<file path="config.mk">
export PLATFORM = sky130hd
export DESIGN_NAME = band_sweep_sequencer_unit
export DESIGN_NICKNAME = d
export VERILOG_FILES = /design/src/hdl/bss_pkg.sv /design/src/hdl/bss_divider.sv /design/src/hdl/bss_datapath.sv /design/src/hdl/bss_ctrl.sv /design/src/hdl/band_sweep_sequencer_unit.sv
export SDC_FILE = /design/constraint.sdc
export NUM_CORES = 2
export LEC_CHECK = 0
export ABC_AREA = 1
export ABC_CLOCK_PERIOD_IN_PS = 8500
export BUFFER_PORTS_ARGS = -buffer_cell sky130_fd_sc_hd__buf_2
export CORE_UTILIZATION = 50
export DETAILED_ROUTE_END_ITERATION = 8
export PLACE_DENSITY = 0.65
export SETUP_SLACK_MARGIN = 0.15
export SYNTH_ARGS = -nofsm -noshare
export SYNTH_HDL_FRONTEND = slang
export SYNTH_SLANG_ARGS = --single-unit
</file>
<file path="constraint.sdc">
create_clock -name clk -period 8.5 [get_ports clk]
set_clock_uncertainty 0.2 [all_clocks]
set_input_delay 1.7 -clock clk [delete_from_list [all_inputs] [get_ports clk]]
set_output_delay 1.7 -clock clk [all_outputs]
set_load 0.005 [all_outputs]
</file>
<file path="src/hdl/bss_pkg.sv">
// shared types, constants and codes for the band sweep sequencer
`default_nettype none

package bss_pkg;

  // number of points in one sweep
  localparam int POINTS = 200;
  // points counter holds POINTS itself
  localparam int PT_W = $clog2(POINTS + 1);
  // sample store address
  localparam int IDX_W = $clog2(POINTS);
  // signed window arithmetic: step times points plus sign and headroom
  localparam int ST_W = 16 + $clog2(POINTS) + 2;
  // shared divider: one quotient bit per cycle
  localparam int DIV_STEPS = 16;
  localparam int DCNT_W = $clog2(DIV_STEPS);

  localparam logic [6:0] SETTLE_FM = 7'd60;
  localparam logic [6:0] SETTLE_AM = 7'd80;
  localparam logic [7:0] TRK_LOW_INIT = 8'd255;
  localparam logic [7:0] TRK_HIGH_INIT = 8'd0;

  // configuration register indexes
  localparam logic [1:0] CFG_BAND_MIN = 2'd0;
  localparam logic [1:0] CFG_BAND_MAX = 2'd1;
  localparam logic [1:0] CFG_FM_MODE = 2'd2;

  typedef enum logic [2:0] {
    KIND_START   = 3'd0,
    KIND_ADVANCE = 3'd1,
    KIND_MEASURE = 3'd2,
    KIND_ABORT   = 3'd3,
    KIND_RESET   = 3'd4,
    KIND_READ    = 3'd5
  } kind_t;

  typedef enum logic [1:0] {
    SWP_OFF  = 2'd0,
    SWP_RUN  = 2'd1,
    SWP_DONE = 2'd2
  } sweep_t;

  typedef enum logic [4:0] {
    DP_NOP,
    DP_LOAD,
    DP_START_INIT,
    DP_WIN_MULQ,
    DP_WIN_MULH,
    DP_WIN_MULS,
    DP_WIN_TOP,
    DP_WIN_BOT,
    DP_ADV_MUL,
    DP_ADV_CHK,
    DP_MEASURE,
    DP_ABORT,
    DP_CLEAR,
    DP_RD_DIV,
    DP_RD_ADDR,
    DP_RD_LVL_R,
    DP_RD_LVL_S,
    DP_RD_PUT_S
  } dp_op_t;

  typedef enum logic [4:0] {
    S_IDLE,
    S_DISPATCH,
    S_ST_DIV,
    S_ST_MULQ,
    S_ST_MULH,
    S_ST_MULS,
    S_ST_TOP,
    S_ST_BOT,
    S_ADV_MUL,
    S_ADV_CHK,
    S_RD_WAIT,
    S_RD_ADDR,
    S_RD_LVLR,
    S_RD_WAITR,
    S_RD_LVLS,
    S_RD_WAITS,
    S_RD_PUTS,
    S_RESULT
  } ctrl_state_t;

  // one input item
  typedef struct packed {
    kind_t       kind;
    logic [15:0] freq_value;
    logic [15:0] step_size;
    logic [7:0]  rssi_sample;
    logic [7:0]  snr_sample;
  } item_t;

  // one result item
  typedef struct packed {
    logic        tune_valid;
    logic [15:0] out_freq;
    logic [6:0]  settle_ms;
    logic [1:0]  sweep_status;
    logic        still_running;
    logic [15:0] rssi_level;
    logic [15:0] snr_level;
  } result_t;

  // controller to datapath
  typedef struct packed {
    dp_op_t op;
    logic   div_start;
  } dp_cmd_t;

  // datapath to controller
  typedef struct packed {
    kind_t kind;
    logic  running;
    logic  div_done;
  } dp_status_t;

endpackage

`default_nettype wire

</file>
<file path="src/hdl/bss_divider.sv">
// shared restoring divider, one quotient bit per cycle
`default_nettype none

module bss_divider (
  input  wire logic        clk,
  input  wire logic        rst_n,
  input  wire logic        start,
  input  wire logic [15:0] rem_init,
  input  wire logic [15:0] dividend,
  input  wire logic [15:0] divisor,
  output logic             done,
  output logic [15:0]      quotient
);

  logic                         busy_r, busy_nxt;
  logic                         done_r, done_nxt;
  logic [bss_pkg::DCNT_W-1:0]   cnt_r, cnt_nxt;
  logic [15:0]                  rem_r, rem_nxt;
  logic [15:0]                  dvd_r, dvd_nxt;
  logic [15:0]                  dvs_r, dvs_nxt;
  logic [16:0]                  sh;
  logic                         ge;

  // one shift and trial subtract
  always_comb begin
    sh = {rem_r, dvd_r[15]};
    ge = (sh >= {1'b0, dvs_r});
    busy_nxt = busy_r;
    done_nxt = 1'b0;
    cnt_nxt = cnt_r;
    rem_nxt = rem_r;
    dvd_nxt = dvd_r;
    dvs_nxt = dvs_r;
    if (start) begin
      busy_nxt = 1'b1;
      cnt_nxt = '0;
      rem_nxt = rem_init;
      dvd_nxt = dividend;
      dvs_nxt = divisor;
    end else if (busy_r) begin
      rem_nxt = ge ? 16'(sh - {1'b0, dvs_r}) : sh[15:0];
      dvd_nxt = {dvd_r[14:0], ge};
      cnt_nxt = cnt_r + 1'b1;
      if (cnt_r == bss_pkg::DCNT_W'(bss_pkg::DIV_STEPS - 1)) begin
        busy_nxt = 1'b0;
        done_nxt = 1'b1;
      end
    end
  end

  always_ff @(posedge clk) begin
    if (!rst_n) begin
      busy_r <= 1'b0;
      done_r <= 1'b0;
      cnt_r <= '0;
    end else begin
      busy_r <= busy_nxt;
      done_r <= done_nxt;
      cnt_r <= cnt_nxt;
    end
  end

  always_ff @(posedge clk) begin
    rem_r <= rem_nxt;
    dvd_r <= dvd_nxt;
    dvs_r <= dvs_nxt;
  end

  assign done = done_r;
  assign quotient = dvd_r;

endmodule

`default_nettype wire

</file>
<file path="src/hdl/bss_datapath.sv">
// sweep registers, sample store, multiplier and result fields
`default_nettype none

module bss_datapath (
  input  wire logic                clk,
  input  wire logic                rst_n,
  input  wire logic                cfg_we,
  input  wire logic [1:0]          cfg_index,
  input  wire logic [15:0]         cfg_wdata,
  input  wire bss_pkg::item_t      item,
  input  wire bss_pkg::dp_cmd_t    cmd,
  output bss_pkg::dp_status_t      status,
  output bss_pkg::result_t         result
);

  localparam int SW = bss_pkg::ST_W;

  // configuration
  logic [15:0] bmin_r, bmax_r;
  logic        fm_r;

  // sweep state
  bss_pkg::sweep_t          state_r, state_nxt;
  logic [15:0]              ws_r, ws_nxt;
  logic [15:0]              step_r, step_nxt;
  logic [bss_pkg::PT_W-1:0] pt_r, pt_nxt;
  logic [15:0]              home_r, home_nxt;
  logic [7:0]               rlo_r, rlo_nxt, rhi_r, rhi_nxt;
  logic [7:0]               slo_r, slo_nxt, shi_r, shi_nxt;
  logic [6:0]               settle_r, settle_nxt;

  // working registers
  bss_pkg::item_t           item_r, item_nxt;
  logic [31:0]              prod_r, prod_nxt;
  logic signed [SW-1:0]     st_r, st_nxt;
  logic                     hit_r, hit_nxt;
  logic                     use_r, use_nxt;
  logic [15:0]              rd_data_r;
  logic [15:0]              mem [bss_pkg::POINTS];

  // result fields
  logic        tv_r, tv_nxt;
  logic [15:0] freq_r, freq_nxt;
  logic [6:0]  set_r, set_nxt;
  logic        still_r, still_nxt;
  logic [15:0] rlev_r, rlev_nxt;
  logic [15:0] slev_r, slev_nxt;

  // shared divider
  logic        div_done;
  logic [15:0] div_q;
  logic [15:0] div_rem, div_dvd, div_dvs;

  logic [15:0]          step_eff;
  logic [15:0]          mul_b;
  logic [31:0]          prod_c;
  logic signed [SW-1:0] prod_s, bmin_s, bmax_s;
  logic [32:0]          adv_f;
  logic [7:0]           rd_rssi, rd_snr;
  logic                 pt_full;
  logic                 mem_we;
  logic [bss_pkg::PT_W-1:0] pt_inc;

  assign step_eff = (item_r.step_size == 16'd0) ? 16'd1 : item_r.step_size;
  assign prod_s   = SW'(signed'({1'b0, prod_r[SW-2:0]}));
  assign bmin_s   = signed'({(SW - 16)'(0), bmin_r});
  assign bmax_s   = signed'({(SW - 16)'(0), bmax_r});
  assign adv_f    = {17'd0, ws_r} + {1'b0, prod_r};
  assign rd_rssi  = rd_data_r[7:0];
  assign rd_snr   = rd_data_r[15:8];
  assign pt_full  = (pt_r >= bss_pkg::PT_W'(bss_pkg::POINTS));
  assign pt_inc   = pt_r + 1'b1;
  assign mem_we   = (cmd.op == bss_pkg::DP_MEASURE) && (state_r == bss_pkg::SWP_RUN) && !pt_full;

  // multiplier operand select
  always_comb begin
    case (cmd.op)
      bss_pkg::DP_WIN_MULQ: mul_b = div_q;
      bss_pkg::DP_WIN_MULH: mul_b = 16'(bss_pkg::POINTS / 2);
      bss_pkg::DP_WIN_MULS: mul_b = 16'(bss_pkg::POINTS - 1);
      bss_pkg::DP_ADV_MUL:  mul_b = 16'(pt_r);
      default:              mul_b = 16'd0;
    endcase
  end

  assign prod_c = {16'd0, step_r} * {16'd0, mul_b};

  // divider operand select
  always_comb begin
    div_rem = 16'd0;
    div_dvd = 16'd0;
    div_dvs = 16'd0;
    case (cmd.op)
      bss_pkg::DP_START_INIT: begin
        div_dvd = item_r.freq_value;
        div_dvs = step_eff;
      end
      bss_pkg::DP_RD_DIV: begin
        div_dvd = item_r.freq_value - ws_r;
        div_dvs = step_r;
      end
      bss_pkg::DP_RD_LVL_R: begin
        div_rem = {8'd0, 8'(rd_rssi - rlo_r)};
        div_dvs = {7'd0, 9'({1'b0, rhi_r} - {1'b0, rlo_r} + 9'd1)};
      end
      bss_pkg::DP_RD_LVL_S: begin
        div_rem = {8'd0, 8'(rd_snr - slo_r)};
        div_dvs = {7'd0, 9'({1'b0, shi_r} - {1'b0, slo_r} + 9'd1)};
      end
      default: begin
        div_rem = 16'd0;
      end
    endcase
  end

  bss_divider u_div (
    .clk      (clk),
    .rst_n    (rst_n),
    .start    (cmd.div_start),
    .rem_init (div_rem),
    .dividend (div_dvd),
    .divisor  (div_dvs),
    .done     (div_done),
    .quotient (div_q)
  );

  // next values per operation
  always_comb begin
    state_nxt  = state_r;
    ws_nxt     = ws_r;
    step_nxt   = step_r;
    pt_nxt     = pt_r;
    home_nxt   = home_r;
    rlo_nxt    = rlo_r;
    rhi_nxt    = rhi_r;
    slo_nxt    = slo_r;
    shi_nxt    = shi_r;
    settle_nxt = settle_r;
    item_nxt   = item_r;
    prod_nxt   = prod_r;
    st_nxt     = st_r;
    hit_nxt    = hit_r;
    use_nxt    = use_r;
    tv_nxt     = tv_r;
    freq_nxt   = freq_r;
    set_nxt    = set_r;
    still_nxt  = still_r;
    rlev_nxt   = rlev_r;
    slev_nxt   = slev_r;
    case (cmd.op)
      bss_pkg::DP_LOAD: begin
        item_nxt  = item;
        tv_nxt    = 1'b0;
        freq_nxt  = 16'd0;
        set_nxt   = 7'd0;
        still_nxt = 1'b0;
        rlev_nxt  = 16'd0;
        slev_nxt  = 16'd0;
      end
      bss_pkg::DP_START_INIT: begin
        home_nxt   = item_r.freq_value;
        step_nxt   = step_eff;
        pt_nxt     = '0;
        rlo_nxt    = bss_pkg::TRK_LOW_INIT;
        rhi_nxt    = bss_pkg::TRK_HIGH_INIT;
        slo_nxt    = bss_pkg::TRK_LOW_INIT;
        shi_nxt    = bss_pkg::TRK_HIGH_INIT;
        state_nxt  = bss_pkg::SWP_RUN;
        settle_nxt = fm_r ? bss_pkg::SETTLE_FM : bss_pkg::SETTLE_AM;
      end
      // window start = step * quotient - step * half, then clamp
      bss_pkg::DP_WIN_MULQ: begin
        prod_nxt = prod_c;
      end
      bss_pkg::DP_WIN_MULH: begin
        st_nxt   = prod_s;
        prod_nxt = prod_c;
      end
      bss_pkg::DP_WIN_MULS: begin
        st_nxt   = st_r - prod_s;
        prod_nxt = prod_c;
      end
      bss_pkg::DP_WIN_TOP: begin
        if (st_r + prod_s > bmax_s) begin
          st_nxt = bmax_s - prod_s;
        end
      end
      bss_pkg::DP_WIN_BOT: begin
        ws_nxt = (st_r < bmin_s) ? bmin_r : st_r[15:0];
      end
      bss_pkg::DP_ADV_MUL: begin
        prod_nxt = prod_c;
      end
      bss_pkg::DP_ADV_CHK: begin
        if (state_r == bss_pkg::SWP_RUN) begin
          if (pt_full) begin
            state_nxt = bss_pkg::SWP_DONE;
          end else if ((adv_f < {17'd0, bmin_r}) || (adv_f > {17'd0, bmax_r})) begin
            state_nxt = bss_pkg::SWP_DONE;
          end else begin
            tv_nxt   = 1'b1;
            freq_nxt = adv_f[15:0];
            set_nxt  = settle_r;
          end
        end
      end
      bss_pkg::DP_MEASURE: begin
        if (state_r == bss_pkg::SWP_RUN && !pt_full) begin
          if (item_r.rssi_sample < rlo_r) rlo_nxt = item_r.rssi_sample;
          if (item_r.rssi_sample > rhi_r) rhi_nxt = item_r.rssi_sample;
          if (item_r.snr_sample < slo_r) slo_nxt = item_r.snr_sample;
          if (item_r.snr_sample > shi_r) shi_nxt = item_r.snr_sample;
          pt_nxt = pt_inc;
          if (pt_inc >= bss_pkg::PT_W'(bss_pkg::POINTS)) begin
            state_nxt = bss_pkg::SWP_DONE;
          end
        end else if (state_r == bss_pkg::SWP_RUN) begin
          state_nxt = bss_pkg::SWP_DONE;
        end
        still_nxt = (state_nxt == bss_pkg::SWP_RUN);
      end
      bss_pkg::DP_ABORT: begin
        if (state_r != bss_pkg::SWP_OFF) begin
          state_nxt = bss_pkg::SWP_OFF;
          freq_nxt  = home_r;
        end
      end
      bss_pkg::DP_CLEAR: begin
        state_nxt = bss_pkg::SWP_OFF;
      end
      // point index is ready: decide whether the point holds data
      bss_pkg::DP_RD_ADDR: begin
        hit_nxt = (state_r != bss_pkg::SWP_OFF) && (item_r.freq_value >= ws_r) &&
                  (step_r != 16'd0) && (div_q < {(16 - bss_pkg::PT_W)'(0), pt_r}) &&
                  (div_q < 16'(bss_pkg::POINTS));
      end
      bss_pkg::DP_RD_LVL_R: begin
        use_nxt = hit_r && (rhi_r > rlo_r) && (rd_rssi >= rlo_r);
      end
      bss_pkg::DP_RD_LVL_S: begin
        if (use_r) rlev_nxt = div_q;
        use_nxt = hit_r && (shi_r > slo_r) && (rd_snr >= slo_r);
      end
      bss_pkg::DP_RD_PUT_S: begin
        if (use_r) slev_nxt = div_q;
      end
      default: begin
        item_nxt = item_r;
      end
    endcase
  end

  // configuration writes
  always_ff @(posedge clk) begin
    if (!rst_n) begin
      bmin_r <= 16'd0;
      bmax_r <= 16'hFFFF;
      fm_r <= 1'b1;
    end else if (cfg_we) begin
      case (cfg_index)
        bss_pkg::CFG_BAND_MIN: bmin_r <= cfg_wdata;
        bss_pkg::CFG_BAND_MAX: bmax_r <= cfg_wdata;
        bss_pkg::CFG_FM_MODE:  fm_r <= cfg_wdata[0];
        default:               fm_r <= fm_r;
      endcase
    end
  end

  // sweep state
  always_ff @(posedge clk) begin
    if (!rst_n) begin
      state_r <= bss_pkg::SWP_OFF;
      ws_r <= 16'd0;
      step_r <= 16'd0;
      pt_r <= '0;
      home_r <= 16'd0;
      rlo_r <= bss_pkg::TRK_LOW_INIT;
      rhi_r <= bss_pkg::TRK_HIGH_INIT;
      slo_r <= bss_pkg::TRK_LOW_INIT;
      shi_r <= bss_pkg::TRK_HIGH_INIT;
      settle_r <= bss_pkg::SETTLE_FM;
    end else begin
      state_r <= state_nxt;
      ws_r <= ws_nxt;
      step_r <= step_nxt;
      pt_r <= pt_nxt;
      home_r <= home_nxt;
      rlo_r <= rlo_nxt;
      rhi_r <= rhi_nxt;
      slo_r <= slo_nxt;
      shi_r <= shi_nxt;
      settle_r <= settle_nxt;
    end
  end

  // working and result registers
  always_ff @(posedge clk) begin
    item_r <= item_nxt;
    prod_r <= prod_nxt;
    st_r <= st_nxt;
    hit_r <= hit_nxt;
    use_r <= use_nxt;
    tv_r <= tv_nxt;
    freq_r <= freq_nxt;
    set_r <= set_nxt;
    still_r <= still_nxt;
    rlev_r <= rlev_nxt;
    slev_r <= slev_nxt;
  end

  // sample store: rssi in the low byte, snr in the high byte
  always_ff @(posedge clk) begin
    if (mem_we) begin
      mem[pt_r[bss_pkg::IDX_W-1:0]] <= {item_r.snr_sample, item_r.rssi_sample};
    end
    if (cmd.op == bss_pkg::DP_RD_ADDR) begin
      rd_data_r <= mem[div_q[bss_pkg::IDX_W-1:0]];
    end
  end

  assign status.kind     = item_r.kind;
  assign status.running  = (state_r == bss_pkg::SWP_RUN);
  assign status.div_done = div_done;

  assign result.tune_valid    = tv_r;
  assign result.out_freq      = freq_r;
  assign result.settle_ms     = set_r;
  assign result.sweep_status  = state_r;
  assign result.still_running = still_r;
  assign result.rssi_level    = rlev_r;
  assign result.snr_level     = slev_r;

  // the point count never passes the sweep length
  a_pt_bound: assert property (@(posedge clk) disable iff (!rst_n)
    pt_r <= bss_pkg::PT_W'(bss_pkg::POINTS))
    else $error("point count beyond sweep length");

endmodule

`default_nettype wire

</file>
<file path="src/hdl/bss_ctrl.sv">
// item sequencer: steps the datapath through each item kind
`default_nettype none

module bss_ctrl (
  input  wire logic                clk,
  input  wire logic                rst_n,
  input  wire logic                in_tvalid,
  input  wire logic                out_free,
  input  wire bss_pkg::dp_status_t status,
  output logic                     in_tready,
  output logic                     emit,
  output bss_pkg::dp_cmd_t         cmd
);

  bss_pkg::ctrl_state_t state_r, state_nxt;

  // next state
  always_comb begin
    state_nxt = state_r;
    case (state_r)
      bss_pkg::S_IDLE: begin
        if (in_tvalid) state_nxt = bss_pkg::S_DISPATCH;
      end
      bss_pkg::S_DISPATCH: begin
        case (status.kind)
          bss_pkg::KIND_START:   state_nxt = status.running ? bss_pkg::S_RESULT
                                                            : bss_pkg::S_ST_DIV;
          bss_pkg::KIND_ADVANCE: state_nxt = bss_pkg::S_ADV_MUL;
          bss_pkg::KIND_READ:    state_nxt = bss_pkg::S_RD_WAIT;
          default:               state_nxt = bss_pkg::S_RESULT;
        endcase
      end
      bss_pkg::S_ST_DIV:   if (status.div_done) state_nxt = bss_pkg::S_ST_MULQ;
      bss_pkg::S_ST_MULQ:  state_nxt = bss_pkg::S_ST_MULH;
      bss_pkg::S_ST_MULH:  state_nxt = bss_pkg::S_ST_MULS;
      bss_pkg::S_ST_MULS:  state_nxt = bss_pkg::S_ST_TOP;
      bss_pkg::S_ST_TOP:   state_nxt = bss_pkg::S_ST_BOT;
      bss_pkg::S_ST_BOT:   state_nxt = bss_pkg::S_RESULT;
      bss_pkg::S_ADV_MUL:  state_nxt = bss_pkg::S_ADV_CHK;
      bss_pkg::S_ADV_CHK:  state_nxt = bss_pkg::S_RESULT;
      bss_pkg::S_RD_WAIT:  if (status.div_done) state_nxt = bss_pkg::S_RD_ADDR;
      bss_pkg::S_RD_ADDR:  state_nxt = bss_pkg::S_RD_LVLR;
      bss_pkg::S_RD_LVLR:  state_nxt = bss_pkg::S_RD_WAITR;
      bss_pkg::S_RD_WAITR: if (status.div_done) state_nxt = bss_pkg::S_RD_LVLS;
      bss_pkg::S_RD_LVLS:  state_nxt = bss_pkg::S_RD_WAITS;
      bss_pkg::S_RD_WAITS: if (status.div_done) state_nxt = bss_pkg::S_RD_PUTS;
      bss_pkg::S_RD_PUTS:  state_nxt = bss_pkg::S_RESULT;
      bss_pkg::S_RESULT:   if (out_free) state_nxt = bss_pkg::S_IDLE;
      default:             state_nxt = bss_pkg::S_IDLE;
    endcase
  end

  // commands
  always_comb begin
    in_tready = 1'b0;
    emit = 1'b0;
    cmd.op = bss_pkg::DP_NOP;
    cmd.div_start = 1'b0;
    case (state_r)
      bss_pkg::S_IDLE: begin
        in_tready = 1'b1;
        if (in_tvalid) cmd.op = bss_pkg::DP_LOAD;
      end
      bss_pkg::S_DISPATCH: begin
        case (status.kind)
          bss_pkg::KIND_START: begin
            if (!status.running) begin
              cmd.op = bss_pkg::DP_START_INIT;
              cmd.div_start = 1'b1;
            end
          end
          bss_pkg::KIND_MEASURE: cmd.op = bss_pkg::DP_MEASURE;
          bss_pkg::KIND_ABORT:   cmd.op = bss_pkg::DP_ABORT;
          bss_pkg::KIND_RESET:   cmd.op = bss_pkg::DP_CLEAR;
          bss_pkg::KIND_READ: begin
            cmd.op = bss_pkg::DP_RD_DIV;
            cmd.div_start = 1'b1;
          end
          default: cmd.op = bss_pkg::DP_NOP;
        endcase
      end
      bss_pkg::S_ST_MULQ: cmd.op = bss_pkg::DP_WIN_MULQ;
      bss_pkg::S_ST_MULH: cmd.op = bss_pkg::DP_WIN_MULH;
      bss_pkg::S_ST_MULS: cmd.op = bss_pkg::DP_WIN_MULS;
      bss_pkg::S_ST_TOP:  cmd.op = bss_pkg::DP_WIN_TOP;
      bss_pkg::S_ST_BOT:  cmd.op = bss_pkg::DP_WIN_BOT;
      bss_pkg::S_ADV_MUL: cmd.op = bss_pkg::DP_ADV_MUL;
      bss_pkg::S_ADV_CHK: cmd.op = bss_pkg::DP_ADV_CHK;
      bss_pkg::S_RD_ADDR: cmd.op = bss_pkg::DP_RD_ADDR;
      bss_pkg::S_RD_LVLR: begin
        cmd.op = bss_pkg::DP_RD_LVL_R;
        cmd.div_start = 1'b1;
      end
      bss_pkg::S_RD_LVLS: begin
        cmd.op = bss_pkg::DP_RD_LVL_S;
        cmd.div_start = 1'b1;
      end
      bss_pkg::S_RD_PUTS: cmd.op = bss_pkg::DP_RD_PUT_S;
      bss_pkg::S_RESULT:  emit = out_free;
      default:            cmd.op = bss_pkg::DP_NOP;
    endcase
  end

  always_ff @(posedge clk) begin
    if (!rst_n) begin
      state_r <= bss_pkg::S_IDLE;
    end else begin
      state_r <= state_nxt;
    end
  end

  // a transfer in always leads to dispatch
  a_accept: assert property (@(posedge clk) disable iff (!rst_n)
    (in_tvalid && in_tready) |=> (state_r == bss_pkg::S_DISPATCH))
    else $error("accepted item not dispatched");

  // a result leaves only while no item is being taken
  a_emit_excl: assert property (@(posedge clk) disable iff (!rst_n)
    emit |-> !in_tready)
    else $error("result emitted while accepting");

  // after a result is handed over the sequencer is idle
  a_emit_idle: assert property (@(posedge clk) disable iff (!rst_n)
    emit |=> (state_r == bss_pkg::S_IDLE))
    else $error("sequencer not idle after result");

endmodule

`default_nettype wire

</file>
<file path="src/hdl/band_sweep_sequencer_unit.sv">
// top level of the band sweep sequencer: stream ports and output register
`default_nettype none

// Bandscope sweep sequencer. Every input transfer yields exactly one result
// transfer. Items are handled one at a time; the next item is taken as soon
// as the result of the previous one sits in the output register, even while
// that register waits on out_tready. Path of each item from acceptance to the
// load of the output register: measure, abort, reset and reserved kinds go from
// dispatch straight to the result; advance adds a multiply and a check step;
// start adds a 16-bit quotient from the shared divider, then five multiply and
// clamp steps; read adds three passes through the shared divider (point index,
// RSSI level and SNR level) plus a registered store read and four setup steps.
// An item that finishes while the output register still holds an unaccepted
// result waits in its last cycle until that result is taken. The divider
// makes one quotient bit per cycle. No clearing pass is run after reset; stored
// points are read back only once measured.
module band_sweep_sequencer_unit (
  input  wire logic        clk,
  input  wire logic        rst_n,
  input  wire logic        cfg_we,
  input  wire logic [1:0]  cfg_index,
  input  wire logic [15:0] cfg_wdata,
  input  wire logic        in_tvalid,
  output logic             in_tready,
  // freq_value[15:0], step_size[31:16], rssi_sample[39:32], snr_sample[47:40]
  input  wire logic [47:0] in_tdata,
  // kind[2:0]
  input  wire logic [2:0]  in_tuser,
  output logic             out_tvalid,
  input  wire logic        out_tready,
  // out_freq[15:0], settle_ms[22:16], sweep_status[24:23], still_running[25],
  // rssi_level[41:26], snr_level[57:42], zero fill[63:58]
  output logic [63:0]      out_tdata,
  // tune_valid[0]
  output logic             out_tuser
);

  bss_pkg::item_t      item;
  bss_pkg::dp_cmd_t    cmd;
  bss_pkg::dp_status_t status;
  bss_pkg::result_t    result;
  logic                emit;
  logic                out_free;
  logic                out_valid_r, out_valid_nxt;
  logic [63:0]         out_data_r;
  logic                out_user_r;

  // unpack the incoming transfer
  assign item.kind        = bss_pkg::kind_t'(in_tuser);
  assign item.freq_value  = in_tdata[15:0];
  assign item.step_size   = in_tdata[31:16];
  assign item.rssi_sample = in_tdata[39:32];
  assign item.snr_sample  = in_tdata[47:40];

  assign out_free = !out_valid_r || out_tready;

  bss_ctrl u_ctrl (
    .clk       (clk),
    .rst_n     (rst_n),
    .in_tvalid (in_tvalid),
    .out_free  (out_free),
    .status    (status),
    .in_tready (in_tready),
    .emit      (emit),
    .cmd       (cmd)
  );

  bss_datapath u_dp (
    .clk       (clk),
    .rst_n     (rst_n),
    .cfg_we    (cfg_we),
    .cfg_index (cfg_index),
    .cfg_wdata (cfg_wdata),
    .item      (item),
    .cmd       (cmd),
    .status    (status),
    .result    (result)
  );

  // output register
  always_comb begin
    out_valid_nxt = out_valid_r;
    if (emit) begin
      out_valid_nxt = 1'b1;
    end else if (out_tready) begin
      out_valid_nxt = 1'b0;
    end
  end

  always_ff @(posedge clk) begin
    if (!rst_n) begin
      out_valid_r <= 1'b0;
    end else begin
      out_valid_r <= out_valid_nxt;
    end
  end

  always_ff @(posedge clk) begin
    if (emit) begin
      out_data_r <= {6'd0, result.snr_level, result.rssi_level, result.still_running,
                     result.sweep_status, result.settle_ms, result.out_freq};
      out_user_r <= result.tune_valid;
    end
  end

  assign out_tvalid = out_valid_r;
  assign out_tdata  = out_data_r;
  assign out_tuser  = out_user_r;

endmodule

`default_nettype wire

</file>
==> impl_metrics.csv <==
group,metric,value,unit
setup_path,timing.setup.critical_path_class,"flop to flop",
timing,finalHoldViolCount,0,
placed_design,finalWeightedCongestion,0.981,
clock_network,numCtsBuffers,379,
setup_path,cp_num_cells,22,
detailed_routing,detail_route.drc_violations,0,
setup_path,critical_path_s_slowest_cell,"nor2_1",
timing,rsz0062_at_grt,"no",
synthesis,netlist.top_cell.by_area,"edfxtp_1",
detailed_routing,drt.antenna.violating_nets,0,
global_routing,grt_pass1_wl,708,mm
placed_design,hpwl,295,mm
clock_network,tritoncts_clock_tree,"built",
timing,timing.final.max_slew_violations,0,
power,clkPwrFrac,0.327,
detailed_routing,detail_route.first_pass.iterations,6,
clock_network,htree_num_levels,5,
global_routing,grt_antenna_before_repair,13,
clock_network,cts-root-to-sink-buffers,4,
power,intPower,32.7,mW
clock_network,clock_sinks,3620,
synthesis,synth_most_common_cell,"edfxtp_1",
synthesis,synth_seq_cells,3620,
synthesis,synthTopCellsByCount,"3483 x edfxtp_1, 2491 x nor2_1, 2113 x o21ai_0",
detailed_routing,first_iter_violations,15600,
setup_path,cp_common_cell,"fa_1",
setup_path,setup.worst_path.start,"u_ctrl.state_r[1]",
power,comb_power_share,0.237,
setup_path,timing.critical_path.max_delay_family,"adder cells",
finish,synthToLayoutAreaGrowth,11.1,%
power,switching_power,16.2,mW
placed_design,placed_cells_incl_taps,17800,
synthesis,seq_area_frac_synth,0.668,
floorplan,core.rowCount,207,
power,netSwitchingFraction,0.331,
timing,timing.fmax,130,MHz
power,max-vdd-ir-drop,0.000207,V
placed_design,place.port_buffers,132,
global_routing,global_route.peak_usage_layer,"met2",
setup_path,critical_path.max_stage_delay,0.73,ns
job,maxCapViolations,0,
setup_path,critical_path.reg2reg.startpoint,"u_ctrl.state_r[1]",
synthesis,post_synth_main_area_contributors,"edfxtp_1 65%, o21ai_0 6.6%, nor2_1 5.8%",
global_routing,global_route.usage.met3,0.0523,
synthesis,synth_enable_flop_cells,3483,
setup_path,start_kind,"flop",
synthesis,synthCells,13800,
setup_path,data_required_time_of_the_worst_path,8.98,ns
timing,setup_violations,0,
timing,finalCritPeriodShare,0.906,
detailed_routing,route.detailed.wl_per_inst,26.4,microns
global_routing,grt_met1_usage,0.425,
floorplan,core,319000,sq um
global_routing,grt_start_max_net_pins,189,
global_routing,grt_residual_overflow,0,
finish,drive_above_1_share,0.0804,
status,status,"complete, no violations",
finish,finalNetCount,14600,
power,pwr_per_cell_area,274,nW/um^2
setup_path,setup.worst_path.end_class,"flop",
floorplan,initial_utilization,0.504,
setup_path,endpoint,"u_dp.prod_r[29]",
finish,finish.instance_area,179000,sq um
power,pwr-share-seq,0.436,
floorplan,floorplan.die_area,324000,sq um
global_routing,first_global_vias,104000,
power,total_leakage_power,62.0,nW
placed_design,placed_cell_area,167000,sq um
clock_network,clock_insertion_delay_worst_skew,1.01,ns
setup_path,worst-path-max-fanout,16,
setup_path,r2r_slack,0.80,ns
clock_network,worst_setup_hold_path_clk_slew,0.06,ns
detailed_routing,vias,113000,
timing,timing.setup.tns,0,ns
synthesis,synth_warnings,0,
setup_path,reg2regPathDepth,22,
detailed_routing,drt-vias-per-instance,6.10,
setup_path,worstPathBufferInverterCount,4,
setup_path,crit_arrival,8.19,ns
setup_path,crit-reg2reg-capture,"u_dp.prod_r[29]",
setup_path,timing.critical_path.cells,"nand3_2 > nor2_4 > inv_2 > nor2_1 > inv_1 > nor2_1 > fa_1 > fa_1 > fa_1 > fa_1 > fa_1 > inv_1 > fa_1 > inv_1 > ha_1 > nand4_1 > nor4_1 > nor2_1 > o21ai_0 > a21o_1 > a21oi_1 > xor2_1",
global_routing,globalRouteMet2Util,0.442,
synthesis,postSynth.asyncResetShare,0,
timing,worst-slew-pin-transition,1.35,ns
synthesis,syn_area,161000,sq um
floorplan,chipHeight,569,microns
synthesis,synth.distinct_cells,67,
synthesis,avgSynthCellArea,11.6,sq um
finish,instances_no_fill,18500,
timing,slew-limit-headroom,0.101,
synthesis,synth_flop_cell,"edfxtp_1",
min_path,holdCritPathClass,"flop to flop",
floorplan,die_w,569,microns
timing,fin_crit,7.70,ns
clock_network,cts.root.buffer_cell,"clkbuf_16",
clock_network,holdBufCountCts,0,
global_routing,gr-usage-all-layers,0.294,
detailed_routing,detail_route.wirelength,488,mm
synthesis,synth_top_cell_area_share,0.651,
floorplan,i_o_pin_count,141,
-- sequential cells by signal, indices dropped and copies added (netlist names), 26 cells and up --
signal,count
out_tdata,54
u_dp.prod_r,32
u_dp.item_r,48
u_dp.mem,3200
u_dp.st_r,26
-- what timing repair did --
action / in CTS / in global routing
resized for setup: 0 / 1
endpoints found under the setup margin: 0 / 1
setup buffers: 0 / 0
-- placed cells by master, fill, tap and decap left out, types with 336 or more instances in the layout --
| master | count |
|---|---|
| nand2_1 | 1174 |
| buf_4 | 365 |
| nor2_1 | 2478 |
| clkbuf_16 | 383 |
| ha_1 | 372 |
| inv_1 | 736 |
| o22ai_1 | 894 |
| edfxtp_1 | 3483 |
| nand3_1 | 411 |
| o21ai_0 | 2111 |
| a21oi_1 | 336 |
-- kinds of logic (layout without fill, tap and decap cells) --
kind of cell    after synthesis  in the layout  share of synthesized area
simple gates               4288           4288                      0.107
fa+ha+maj                   582            582                     0.0551
xor+xnor                     98             98                    0.00534
other cells                   1             13                  0.0000233
compound gates             3638           3638                      0.126
buf+inv                    1611           1979                     0.0394
mux                           1              1                  0.0000623
flops                      3620           3620                      0.668
-- routing by layer --
| metal | share of wire | up-vias | routed length, microns |
|---|---|---|---|
| met5 | 0.00011 | - | 55 |
| met4 | 0.044 | 8 | 21500 |
| met3 | 0.11 | 922 | 52400 |
| met2 | 0.44 | 6306 | 217000 |
| met1 | 0.40 | 55700 | 197000 |
| li1 | - | 50000 | - |
-- cell type report --
| type | count | area, sq um |
|---|---|---|
| sequential | 3620 | 107000 |
| tap | 4284 | 5360 |
| fill | 26300 | 140000 |
| multi-input combinational | 8615 | 47300 |
| timing repair buffer | 519 | 3840 |
| inverter | 765 | 2910 |
| clock buffer | 487 | 10000 |
| antenna | 5 | 12.5 |
| clock inverter | 208 | 1800 |
-- worst min-delay path by stage --
stage                         startpoint            end  slack [ns]  cells after the start
after CTS                  u_dp.set_r[4]  out_tdata[20]        0.22                      0
after detailed placement  u_dp.rlev_r[4]  out_tdata[30]        0.21                      0
final                      u_dp.set_r[4]  out_tdata[20]        0.22                      0
after global routing      u_dp.freq_r[9]   out_tdata[9]        0.22                      0
after floorplan           u_dp.freq_r[0]   out_tdata[0]        0.20                      0
after global placement    u_dp.freq_r[6]   out_tdata[6]        0.20                      0
-- per-stage QoR --
step	worst slack [ns]	power [mW]	hold WS, ns	util
4_1_cts	0.632	48.8	0.218	0.560
3_5_place_dp	0.713	33.0	0.205	0.523
6_report	0.797	48.9	0.216	0.560
3_3_place_gp	0.766	32.9	0.202	0.523
5_1_grt	0.388	50.5	0.222	0.560
2_1_floorplan	1.47	28.6	0.200	-
-- power groups by stage --
stage	Combinational, mW	Sequential, mW	Clock [mW]
3_3_place_gp	11.2	21.7	0
5_1_grt	12.4	21.3	16.8
2_1_floorplan	6.52	22.1	0
4_1_cts	11.3	21.3	16.1
6_report	11.6	21.3	16.0
3_5_place_dp	11.3	21.7	0
No activity file was read; power rests on OpenSTA's default activity.
